--- src/design/tct_pkg.sv ---
// ----------------------------------------------------------------------------
// Touch contact tracker package
// Shared codes, field widths, controller states and the command and status
// bundles that pass between the controller and the datapath.
// ----------------------------------------------------------------------------
package tct_pkg;

    localparam int OP_W    = 2;
    localparam int BYTE_W  = 8;
    localparam int COORD_W = 16;
    localparam int KIND_W  = 2;
    localparam int CID_W   = 4;
    localparam int CNT_W   = 4;

    localparam logic [OP_W-1:0] OP_FRAME_START = 2'd0;
    localparam logic [OP_W-1:0] OP_POINT       = 2'd1;
    localparam logic [OP_W-1:0] OP_FRAME_END   = 2'd2;

    localparam logic [KIND_W-1:0] EV_BEGIN = 2'd0;
    localparam logic [KIND_W-1:0] EV_MOVE  = 2'd1;
    localparam logic [KIND_W-1:0] EV_END   = 2'd2;

    localparam int STATUS_READY_BIT = 7;

    typedef enum logic [1:0] {
        ST_IDLE,
        ST_EXEC,
        ST_SCAN
    } tct_state_t;

    typedef struct packed {
        logic capture;
        logic exec;
        logic scan_step;
    } tct_cmd_t;

    typedef struct packed {
        logic out_free;
        logic op_end;
        logic scan_done;
    } tct_status_t;

endpackage

--- src/design/touch_contact_tracker.sv ---
// ----------------------------------------------------------------------------
// Touch contact tracker
// Turns touch controller frame reports into begin, move and end events for
// up to SLOTS contacts. Items are taken one at a time: a frame start or a
// point record is captured, then handled in one execute step into the
// output register, and a frame end is captured, passes one dispatch state
// and then the slot walk, in which the controller walks the slots in order
// and emits an end event for each pressed slot that was not reported.
// Each execute and slot-walk step waits until the single output register
// is free, so a stalled output slows the block by the length of the stall.
// A new item is accepted while the last event still waits in the output
// register.
// ----------------------------------------------------------------------------
module touch_contact_tracker
    import tct_pkg::*;
#(
    parameter int SLOTS = 5
)
(
    input  logic               clk,
    input  logic               rst_n,
    input  logic               in_valid,
    output logic               in_ready,
    input  logic [OP_W-1:0]    op,
    input  logic [BYTE_W-1:0]  status_byte,
    input  logic [BYTE_W-1:0]  point_id,
    input  logic [COORD_W-1:0] point_x,
    input  logic [COORD_W-1:0] point_y,
    output logic               out_valid,
    input  logic               out_ready,
    output logic [KIND_W-1:0]  event_kind,
    output logic [CID_W-1:0]   contact_id,
    output logic [COORD_W-1:0] event_x,
    output logic [COORD_W-1:0] event_y,
    output logic               last_event
);

    tct_cmd_t    cmd;
    tct_status_t status;

    tct_ctrl u_ctrl (
        .clk      (clk),
        .rst_n    (rst_n),
        .in_valid (in_valid),
        .in_ready (in_ready),
        .status   (status),
        .cmd      (cmd)
    );

    tct_datapath #(
        .SLOTS (SLOTS)
    ) u_datapath (
        .clk         (clk),
        .rst_n       (rst_n),
        .cmd         (cmd),
        .status      (status),
        .op          (op),
        .status_byte (status_byte),
        .point_id    (point_id),
        .point_x     (point_x),
        .point_y     (point_y),
        .out_valid   (out_valid),
        .out_ready   (out_ready),
        .event_kind  (event_kind),
        .contact_id  (contact_id),
        .event_x     (event_x),
        .event_y     (event_y),
        .last_event  (last_event)
    );

endmodule

--- src/design/tct_ctrl.sv ---
// ----------------------------------------------------------------------------
// Touch contact tracker controller
// Sequences one item at a time: capture, then a single execute step for
// frame starts and point records, or a slot walk for frame ends.
// ----------------------------------------------------------------------------
module tct_ctrl
    import tct_pkg::*;
(
    input  logic        clk,
    input  logic        rst_n,
    input  logic        in_valid,
    output logic        in_ready,
    input  tct_status_t status,
    output tct_cmd_t    cmd
);

    tct_state_t state_reg;
    tct_state_t state_next;

    always_ff @(posedge clk or negedge rst_n)
    begin
        if (!rst_n)
        begin
            state_reg <= ST_IDLE;
        end
        else
        begin
            state_reg <= state_next;
        end
    end

    always_comb
    begin
        state_next = state_reg;
        case (state_reg)
            ST_IDLE:
            begin
                if (in_valid)
                begin
                    state_next = ST_EXEC;
                end
            end
            ST_EXEC:
            begin
                if (status.op_end)
                begin
                    state_next = ST_SCAN;
                end
                else if (status.out_free)
                begin
                    state_next = ST_IDLE;
                end
            end
            ST_SCAN:
            begin
                if (status.out_free && status.scan_done)
                begin
                    state_next = ST_IDLE;
                end
            end
            default:
            begin
                state_next = ST_IDLE;
            end
        endcase
    end

    always_comb
    begin
        in_ready      = 1'b0;
        cmd.capture   = 1'b0;
        cmd.exec      = 1'b0;
        cmd.scan_step = 1'b0;
        case (state_reg)
            ST_IDLE:
            begin
                in_ready    = 1'b1;
                cmd.capture = in_valid;
            end
            ST_EXEC:
            begin
                cmd.exec = status.out_free && !status.op_end;
            end
            ST_SCAN:
            begin
                cmd.scan_step = status.out_free;
            end
            default:
            begin
                in_ready = 1'b0;
            end
        endcase
    end

endmodule

--- src/design/tct_datapath.sv ---
// ----------------------------------------------------------------------------
// Touch contact tracker datapath
// Holds the captured item, the per-slot contact state, the frame bookkeeping
// and the output register.
// ----------------------------------------------------------------------------
module tct_datapath
    import tct_pkg::*;
#(
    parameter int SLOTS = 5
)
(
    input  logic               clk,
    input  logic               rst_n,
    input  tct_cmd_t           cmd,
    output tct_status_t        status,
    input  logic [OP_W-1:0]    op,
    input  logic [BYTE_W-1:0]  status_byte,
    input  logic [BYTE_W-1:0]  point_id,
    input  logic [COORD_W-1:0] point_x,
    input  logic [COORD_W-1:0] point_y,
    output logic               out_valid,
    input  logic               out_ready,
    output logic [KIND_W-1:0]  event_kind,
    output logic [CID_W-1:0]   contact_id,
    output logic [COORD_W-1:0] event_x,
    output logic [COORD_W-1:0] event_y,
    output logic               last_event
);

    localparam int IDX_W = (SLOTS > 1) ? $clog2(SLOTS) : 1;

    logic [OP_W-1:0]    op_reg;
    logic [BYTE_W-1:0]  stat_reg;
    logic [BYTE_W-1:0]  id_reg;
    logic [COORD_W-1:0] x_reg;
    logic [COORD_W-1:0] y_reg;

    logic [COORD_W-1:0] slot_x_reg [SLOTS];
    logic [COORD_W-1:0] slot_y_reg [SLOTS];
    logic [SLOTS-1:0]   pressed_reg;
    logic [SLOTS-1:0]   seen_reg;
    logic               accepting_reg;
    logic [CNT_W-1:0]   left_reg;
    logic [IDX_W-1:0]   idx_reg;

    logic               out_valid_reg;
    logic [KIND_W-1:0]  kind_reg;
    logic [CID_W-1:0]   cid_reg;
    logic [COORD_W-1:0] ex_reg;
    logic [COORD_W-1:0] ey_reg;
    logic               last_reg;

    logic               out_free;
    logic [IDX_W-1:0]   rd_idx;
    logic [COORD_W-1:0] rd_x;
    logic [COORD_W-1:0] rd_y;
    logic [SLOTS-1:0]   pending;
    logic [CNT_W-1:0]   count;
    logic               frame_ok;
    logic               rec_take;
    logic               id_ok;
    logic               pos_diff;
    logic               scan_hit;
    logic               scan_last;

    assign out_free = !out_valid_reg || out_ready;
    assign rd_idx   = (op_reg == OP_FRAME_END) ? idx_reg : id_reg[IDX_W-1:0];
    assign rd_x     = slot_x_reg[rd_idx];
    assign rd_y     = slot_y_reg[rd_idx];
    assign pending  = pressed_reg & ~seen_reg;

    assign count    = stat_reg[CNT_W-1:0];
    assign frame_ok = stat_reg[STATUS_READY_BIT] && (count != '0)
                      && (count <= CNT_W'(SLOTS));
    assign rec_take = accepting_reg && (left_reg != '0);
    assign id_ok    = id_reg < BYTE_W'(SLOTS);
    assign pos_diff = (rd_x != x_reg) || (rd_y != y_reg);

    assign scan_hit  = pending[idx_reg];
    assign scan_last = ((pending >> idx_reg) >> 1) == '0;

    assign status.out_free  = out_free;
    assign status.op_end    = op_reg == OP_FRAME_END;
    assign status.scan_done = idx_reg == IDX_W'(SLOTS - 1);

    always_ff @(posedge clk)
    begin
        if (cmd.capture)
        begin
            op_reg   <= op;
            stat_reg <= status_byte;
            id_reg   <= point_id;
            x_reg    <= point_x;
            y_reg    <= point_y;
        end
    end

    always_ff @(posedge clk or negedge rst_n)
    begin
        if (!rst_n)
        begin
            for (int i = 0; i < SLOTS; i++)
            begin
                slot_x_reg[i] <= '0;
                slot_y_reg[i] <= '0;
            end
            pressed_reg   <= '0;
            seen_reg      <= '0;
            accepting_reg <= 1'b0;
            left_reg      <= '0;
            idx_reg       <= '0;
        end
        else
        begin
            if (cmd.capture)
            begin
                idx_reg <= '0;
            end
            if (cmd.exec && (op_reg == OP_FRAME_START))
            begin
                seen_reg      <= '0;
                accepting_reg <= frame_ok;
                left_reg      <= frame_ok ? count : '0;
            end
            if (cmd.exec && (op_reg == OP_POINT) && rec_take)
            begin
                left_reg <= left_reg - 1'b1;
                if (id_ok)
                begin
                    seen_reg[rd_idx]   <= 1'b1;
                    slot_x_reg[rd_idx] <= x_reg;
                    slot_y_reg[rd_idx] <= y_reg;
                    if (pos_diff)
                    begin
                        pressed_reg[rd_idx] <= 1'b1;
                    end
                end
            end
            if (cmd.scan_step)
            begin
                idx_reg       <= idx_reg + 1'b1;
                accepting_reg <= 1'b0;
                left_reg      <= '0;
                if (scan_hit)
                begin
                    pressed_reg[idx_reg] <= 1'b0;
                end
            end
        end
    end

    always_ff @(posedge clk or negedge rst_n)
    begin
        if (!rst_n)
        begin
            out_valid_reg <= 1'b0;
        end
        else if (cmd.exec && (op_reg == OP_POINT) && rec_take && id_ok && pos_diff)
        begin
            out_valid_reg <= 1'b1;
        end
        else if (cmd.scan_step && scan_hit)
        begin
            out_valid_reg <= 1'b1;
        end
        else if (out_ready)
        begin
            out_valid_reg <= 1'b0;
        end
    end

    always_ff @(posedge clk)
    begin
        if (cmd.exec && (op_reg == OP_POINT) && rec_take && id_ok && pos_diff)
        begin
            kind_reg <= pressed_reg[rd_idx] ? EV_MOVE : EV_BEGIN;
            cid_reg  <= id_reg[CID_W-1:0];
            ex_reg   <= x_reg;
            ey_reg   <= y_reg;
            last_reg <= 1'b1;
        end
        else if (cmd.scan_step && scan_hit)
        begin
            kind_reg <= EV_END;
            cid_reg  <= CID_W'(idx_reg);
            ex_reg   <= rd_x;
            ey_reg   <= rd_y;
            last_reg <= scan_last;
        end
    end

    assign out_valid  = out_valid_reg;
    assign event_kind = kind_reg;
    assign contact_id = cid_reg;
    assign event_x    = ex_reg;
    assign event_y    = ey_reg;
    assign last_event = last_reg;

endmodule

--- config.mk ---
export PLATFORM = sky130hd
export DESIGN_NAME = touch_contact_tracker
export DESIGN_NICKNAME = d
export VERILOG_FILES = /design/src/design/tct_pkg.sv /design/src/design/touch_contact_tracker.sv /design/src/design/tct_ctrl.sv /design/src/design/tct_datapath.sv
export SDC_FILE = /design/constraint.sdc
export NUM_CORES = 1
export LEC_CHECK = 0
export BUFFER_PORTS_ARGS = -buffer_cell sky130_fd_sc_hd__buf_4
export CAP_MARGIN = 5
export CORE_MARGIN = 2
export CORE_UTILIZATION = 50
export CTS_BUF_LIST = sky130_fd_sc_hd__clkbuf_4 sky130_fd_sc_hd__clkbuf_8
export CTS_CLUSTER_SIZE = 20
export DETAILED_ROUTE_END_ITERATION = 10
export PLACE_DENSITY = 0.68
export SLEW_MARGIN = 10
export SYNTH_ARGS = -nofsm -noshare
export SYNTH_HDL_FRONTEND = slang
export SYNTH_HIERARCHICAL = 1
export SYNTH_SLANG_ARGS = --single-unit
export TNS_END_PERCENT = 1
--- constraint.sdc ---
create_clock -name clk -period 7.22 [get_ports clk]
set_clock_uncertainty 0.1 [all_clocks]
set_input_delay 1.083 -clock clk [delete_from_list [all_inputs] [get_ports clk]]
set_output_delay 1.083 -clock clk [all_outputs]
set_load 0.005 [all_outputs]
# Word level (Yosys, flattened, before mapping)
# Cells that the tools add are included.
# word_totals
ff_bits,270
out_inout_bits,41
wordCells,141
# op_classes
add_sub_neg,2
order_cmp,8
n_eq_ne,10
shifts,1
mux,56
n_bitwise,7
reduce_logical,30
# ops
op,n
80-bit bitwise mux,2
16-bit two-way mux,9
16-bit binary-select mux with 3-bit select,2
16-bit demux with 3-bit select,1
5-bit two-way mux,8
16-bit != test,2
4-bit two-way mux,6
1-bit logical AND,14
1-bit two-way mux,14
2-bit two-way mux,6
5-bit bitwise AND,2
5-bit NOT,2
5-bit OR,2
3-bit two-way mux,3
3-bit by 4-bit less-than comparator with 1-bit output (second input constant),2
8-bit by 3-bit less-than comparator with 1-bit output (second input constant),1
4-bit nonzero test,2
1-bit binary-select mux with 3-bit select,2
1-bit demux with 3-bit select,2
3-bit by 1-bit greater-or-equal comparator with 1-bit output (second input constant),2
2-bit one-hot mux with 3 select lines,1
2-bit nonzero test,3
3-bit nonzero test,2
5-bit logical NOT,1
other kinds (18),23

# Depth between registers and ports, before layout
# depth
word_depth,14
mapped_depth,16
depth_no_buf,11

# By module
# Netlist, hierarchy kept.
# modules_own_cells
mod,instances,cells_per_inst,area_each_um2
tct_datapath,1,945,12513.3
tct_ctrl,1,11,125.1

# Least setup slack after synthesis
# OpenSTA, ideal clock, no wires.
# synth_timing
path_kind,input -> register
from,input out_ready
to,"register u_datapath.cid_reg[0], in the netlist u_datapath/contact_id[0] (enable)"
arrival_time_ns,3.697
required_time_ns,6.724
slack_ns,3.027
stages,10
n_path_buf,3
path_cell_list,nand2b_1 > buf_4 > and3b_1 > nand4b_1 > a21oi_1 > o2111ai_1 > nand2b_2 > buf_6 > buf_6 > nand2_1
# synth_lines
item,line_no,rtl
from (decl),touch_contact_tracker.sv:30,"input logic out_ready,"
to (signal assigned),tct_datapath.sv:177,cid_reg <= id_reg[CID_W-1:0];
to (signal assigned),tct_datapath.sv:185,cid_reg <= CID_W'(idx_reg);
to (decl),tct_datapath.sv:48,logic [CID_W-1:0] cid_reg;

# Worst setup path after layout
# layout_timing
from,register u_datapath.idx_reg[0]
to,"register u_datapath.ex_reg[15], in the netlist u_datapath/event_x[15], data pin"
# layout_between
elab_chain_len,9
# layout_lines
item,line_no,rtl
from (decl),tct_datapath.sv:44,logic [IDX_W-1:0] idx_reg;
from (signal assigned),tct_datapath.sv:141,idx_reg <= idx_reg + 1'b1;
3-bit two-way mux (*),tct_datapath.sv:67,assign rd_idx = (op_reg == OP_FRAME_END) ? idx_reg : id_reg[IDX_W-1:0];
3-bit NOT with 4-bit output (implied by the code) (*),"tct_datapath.sv:68, tct_datapath.sv:69",
16-bit binary-select mux with 3-bit select (on tied branches),"tct_datapath.sv:68, tct_datapath.sv:69",
16-bit two-way mux (on tied branches) (2 in series),"tct_datapath.sv:68, tct_datapath.sv:69",
16-bit != test,tct_datapath.sv:77,assign pos_diff = (rd_x != x_reg) || (rd_y != y_reg);
1-bit logical OR,tct_datapath.sv:77,
1-bit logical AND,tct_datapath.sv:174,if (cmd.exec && (op_reg == OP_POINT) && rec_take && id_ok && pos_diff)
16-bit two-way mux (*),tct_datapath.sv:174,
to (signal assigned),tct_datapath.sv:178,ex_reg <= x_reg;
to (signal assigned),tct_datapath.sv:186,ex_reg <= rd_x;
to (decl),tct_datapath.sv:49,logic [COORD_W-1:0] ex_reg;
# Mark *: on every way between the ends. The rest lies on a longest branch, timed or not. The select of a mux whose other input is x is not followed.
# A chain may end at the register's enable or synchronous reset.

==> flow_summary_export.csv <==
group,metric,value,unit
logic_synthesis,synth_compound_area_frac,0.114,
power,pwr-share-seq,0.445,
cts,clk_pin_slew,0.06,ns
route,num_vias,8386,
logic_synthesis,seq_area_frac_synth,0.562,
route,avgRoutedWirePerCell,21.3,um
sta,rsz0062_at_grt,"false",
worst_hold_path,hp-class,"reg2reg",
sta,hold_viol,0,
logic_synthesis,synth_edf_count,85,
floorplanning,start_util,0.506,
cells_and_area,n_antenna_cell,0,
cts,cts_setup_buffers,0,
power,p_comb_frac,0.227,
logic_synthesis,async_reset_ff_frac,0.678,
power,p_sw_frac,0.317,
cts,cts_made_buffers,45,
sta,timing.final.ws_setup,1.80,ns
logic_synthesis,synth-xor-area-share,0.0104,
logic_synthesis,syn_inst,956,
cells_and_area,final-seq-area,7100,sq um
sta,finalCritPeriodShare,0.751,
cts,cts_buffer_depth,3,
placement,globalplace.congestion,0.789,
cts,cts_tree,"built",
power,power.density,289,nW/um^2
cts,root_buffer,"clkbuf_8",
setup_path,crit_type,"reg2reg",
cts,cts_hold_buf,0,
floorplanning,ios,95,
logic_synthesis,ys_seq_elements,267,
global_route,overflow,0,
floorplanning,die_y,163,um
route,wl,30100,um
power,power.switching,1.33,mW
route,drt_iter0_markers,634,
cells_and_area,fin_nets,1107,
logic_synthesis,ys_warn_count,6,
global_route,grt_usage,0.231,
global_route,antenna_found_initial,0,
power,p_leak,6.60,nW
cts,cts_resized,0,
cts,clock_latency,0.56,ns
floorplanning,die_area,26600,sq um
route,postRouteAntennaNets,0,
sta,final-max-slew-violation-count,0,
sta,tightest_slew,1.04,ns
setup_path,worst_path_max_delay_cell,"dfrtp_1",
job,drv_cap,0,
logic_synthesis,synth_top_family_by_area,"multiplexers",
route,first_pass_iters,5,
power,clockPowerShare,0.328,
setup_path,crit_fanout,52,
placement,hpwl,18600,um
global_route,grt_pass1_wl,47300,um
setup_path,crit_family,"compound AO/OA/AOI/OAI gates",
logic_synthesis,ys.flop_type,"dfrtp_1",
status,status,"completed",
cts,ctsHtreeMaxLevel,2,
setup_path,critical_path_required,7.43,ns
cells_and_area,multi_input_comb_area,5090,sq um
logic_synthesis,synthDistinctLibCells,83,
floorplanning,rows,58,
setup_path,cp.arrival,5.63,ns
cts,clock-sinks,267,
placement,port_buffers,91,
floorplanning,design.core.area,25000,sq um
sta,max_slew_margin,0.306,
cells_and_area,area_growth,14.6,%
sta,fin_crit,5.42,ns
power,irDropWorstVdd,0.000195,V
setup_path,slowest_delay,0.79,ns
global_route,grt_max_degree,69,
sta,fmax,0.185,GHz
logic_synthesis,postSynthAreaPerCell,13.2,sq um
setup_path,cp-end-kind,"flip-flop",
logic_synthesis,synthAdderAreaFrac,0.00396,
global_route,grt_pass1_vias,8314,
setup_path,crit_chain,"and3b_1 -> a21o_4 -> buf_4 -> mux2i_2 -> a21oi_1 -> a2111oi_2 -> o2111ai_1 -> nor4_2 -> nand3_2 -> nand2b_2 -> buf_4 -> mux2_2",
cells_and_area,drive_gt1_frac,0.371,
route,drc_errors,0,
placement,place_ws,1.90,ns
setup_path,cp_common_cell,"buf_4",
sta,setup_viol,0,
sta,tns,0,ns
logic_synthesis,synthMuxAreaShare,0.208,
floorplanning,die_x,163,um
power,internal-power,2.86,mW
setup_path,path_buf_inv,2,
setup_path,start_kind,"flip-flop",
logic_synthesis,yosys.area_share.simple,0.0622,
route,drt-vias-per-instance,5.92,
logic_synthesis,synth.net_count,1014,
logic_synthesis,synthesis.area,12600,sq um
cells_and_area,nFillCells,2096,
## layout by cell type, fill, tap and decap left out, types with 19 or more instances in the layout
master | Yosys | final
dfrtp_1 | 181 | 181
a21oi_1 | 54 | 54
nand2_1 | 39 | 38
edfxtp_1 | 85 | 85
mux2i_1 | 47 | 47
clkbuf_4 | 0 | 19
buf_4 | 6 | 111
clkbuf_8 | 0 | 53
inv_1 | 23 | 23
a22oi_1 | 29 | 29
mux2_2 | 158 | 158
mux2_4 | 24 | 24
nor2_1 | 30 | 30
o21ai_0 | 23 | 23
## power groups by stage
stage	combinational (mW)	sequential, mW	clock [mW]
after floorplan	0.681	1.81	0
after global placement	0.931	1.88	0
after detailed placement	0.942	1.89	0
after CTS	0.947	1.86	1.40
after global routing	1.03	1.88	1.47
final	0.949	1.86	1.37
## worst register-to-register path, delay by kind of cell (launching register included)
kind                   cells  cell delay (ns)
AO/OA/AOI/OAI              4             1.44
buffers and inverters      2             1.11
flip-flops                 1             0.79
multiplexers               2             0.74
AND/OR/NAND/NOR            4             1.01
## routing by layer
| layer | GRT usage | vias up | routed length [um] |
|---|---|---|---|
| li1 | - | 3801 | - |
| met1 | 0.334 | 4268 | 13700 |
| met2 | 0.364 | 277 | 14100 |
| met3 | 0.0379 | 40 | 1690 |
| met4 | 0.0607 | 0 | 584 |
| met5 | 0 | - | 0 |
## cells in the mapped netlist (all sizes together), types with 2 or more instances
library cell,number,area [sq um]
o22ai,9,70.1
nor3,18,95.1
inv,24,90.1
a31oi,7,43.8
a22o,3,26.3
a221oi,6,58.8
buf,57,379
a21oi,55,287
o2111ai,5,43.8
and3b,4,36.3
nor2,30,113
nand2,39,146
nand4,5,31.3
xnor2,15,131
mux2,182,2140
a211oi,12,90.1
a2111oi,6,58.8
nor3b,4,35.0
nor4,8,68.8
a31o,3,26.3
o32ai,3,26.3
and2,6,37.5
nand2b,6,47.5
o221ai,8,76.3
nor2b,3,26.3
mux2i,48,484
clkbuf,9,35.0
a22oi,29,218
o21ai,24,120
a21o,10,76.3
o211ai,2,15.0
edfxtp,85,2550
a21boi,3,22.5
o31ai,3,22.5
nor4bb,3,30.0
nand3,10,55.1
ha,4,50.1
and3,2,12.5
o22a,6,52.6
dfrtp,181,4530
## metrics by stage
stage          power, mW  instances   util  hold slack [ns]  area, sq um
2_1_floorplan       2.49        956      -            0.341        12600
3_3_place_gp        2.82       1332  0.542            0.355        13500
3_5_place_dp        2.83       1332  0.542            0.357        13500
4_1_cts             4.21       1416  0.580            0.370        14500
5_1_grt             4.38       1416  0.580            0.398        14500
6_report            4.18       1416  0.580            0.370        14500
## kinds of logic after synthesis
| kind of cell | Yosys count |
|---|---|
| compound gates | 205 |
| other cells | 1 |
| xor+xnor | 15 |
| buf+inv | 90 |
| simple gates | 144 |
| flops | 267 |
| fa+ha+maj | 4 |
| mux | 230 |
## final cells by class
class	count	share of cell area
timing repair buffer	112	0.0583
inverter	24	0.00622
clock buffer	72	0.0602
clock inverter	12	0.00449
multi-input combinational	599	0.352
tap	330	0.0285
sequential	267	0.490
## worst paths after layout
path | start | end | slack [ns] | cells past startpoint
max in group asynchronous | rst_n | u_datapath/slot_y_reg[38] | 5.33 | 2
max | u_datapath/idx_reg[0] | u_datapath/event_x[15] | 1.80 | 12
max reg2reg | u_datapath/idx_reg[0] | u_datapath/event_x[15] | 1.80 | 12
min in group asynchronous | rst_n | u_datapath/slot_y_reg[75] | 0.42 | 1
min | u_datapath/seen_reg[1] | u_datapath/seen_reg[1] | 0.37 | 1
min reg2reg | u_datapath/seen_reg[1] | u_datapath/seen_reg[1] | 0.37 | 1
(Power assumes the default switching activity.)
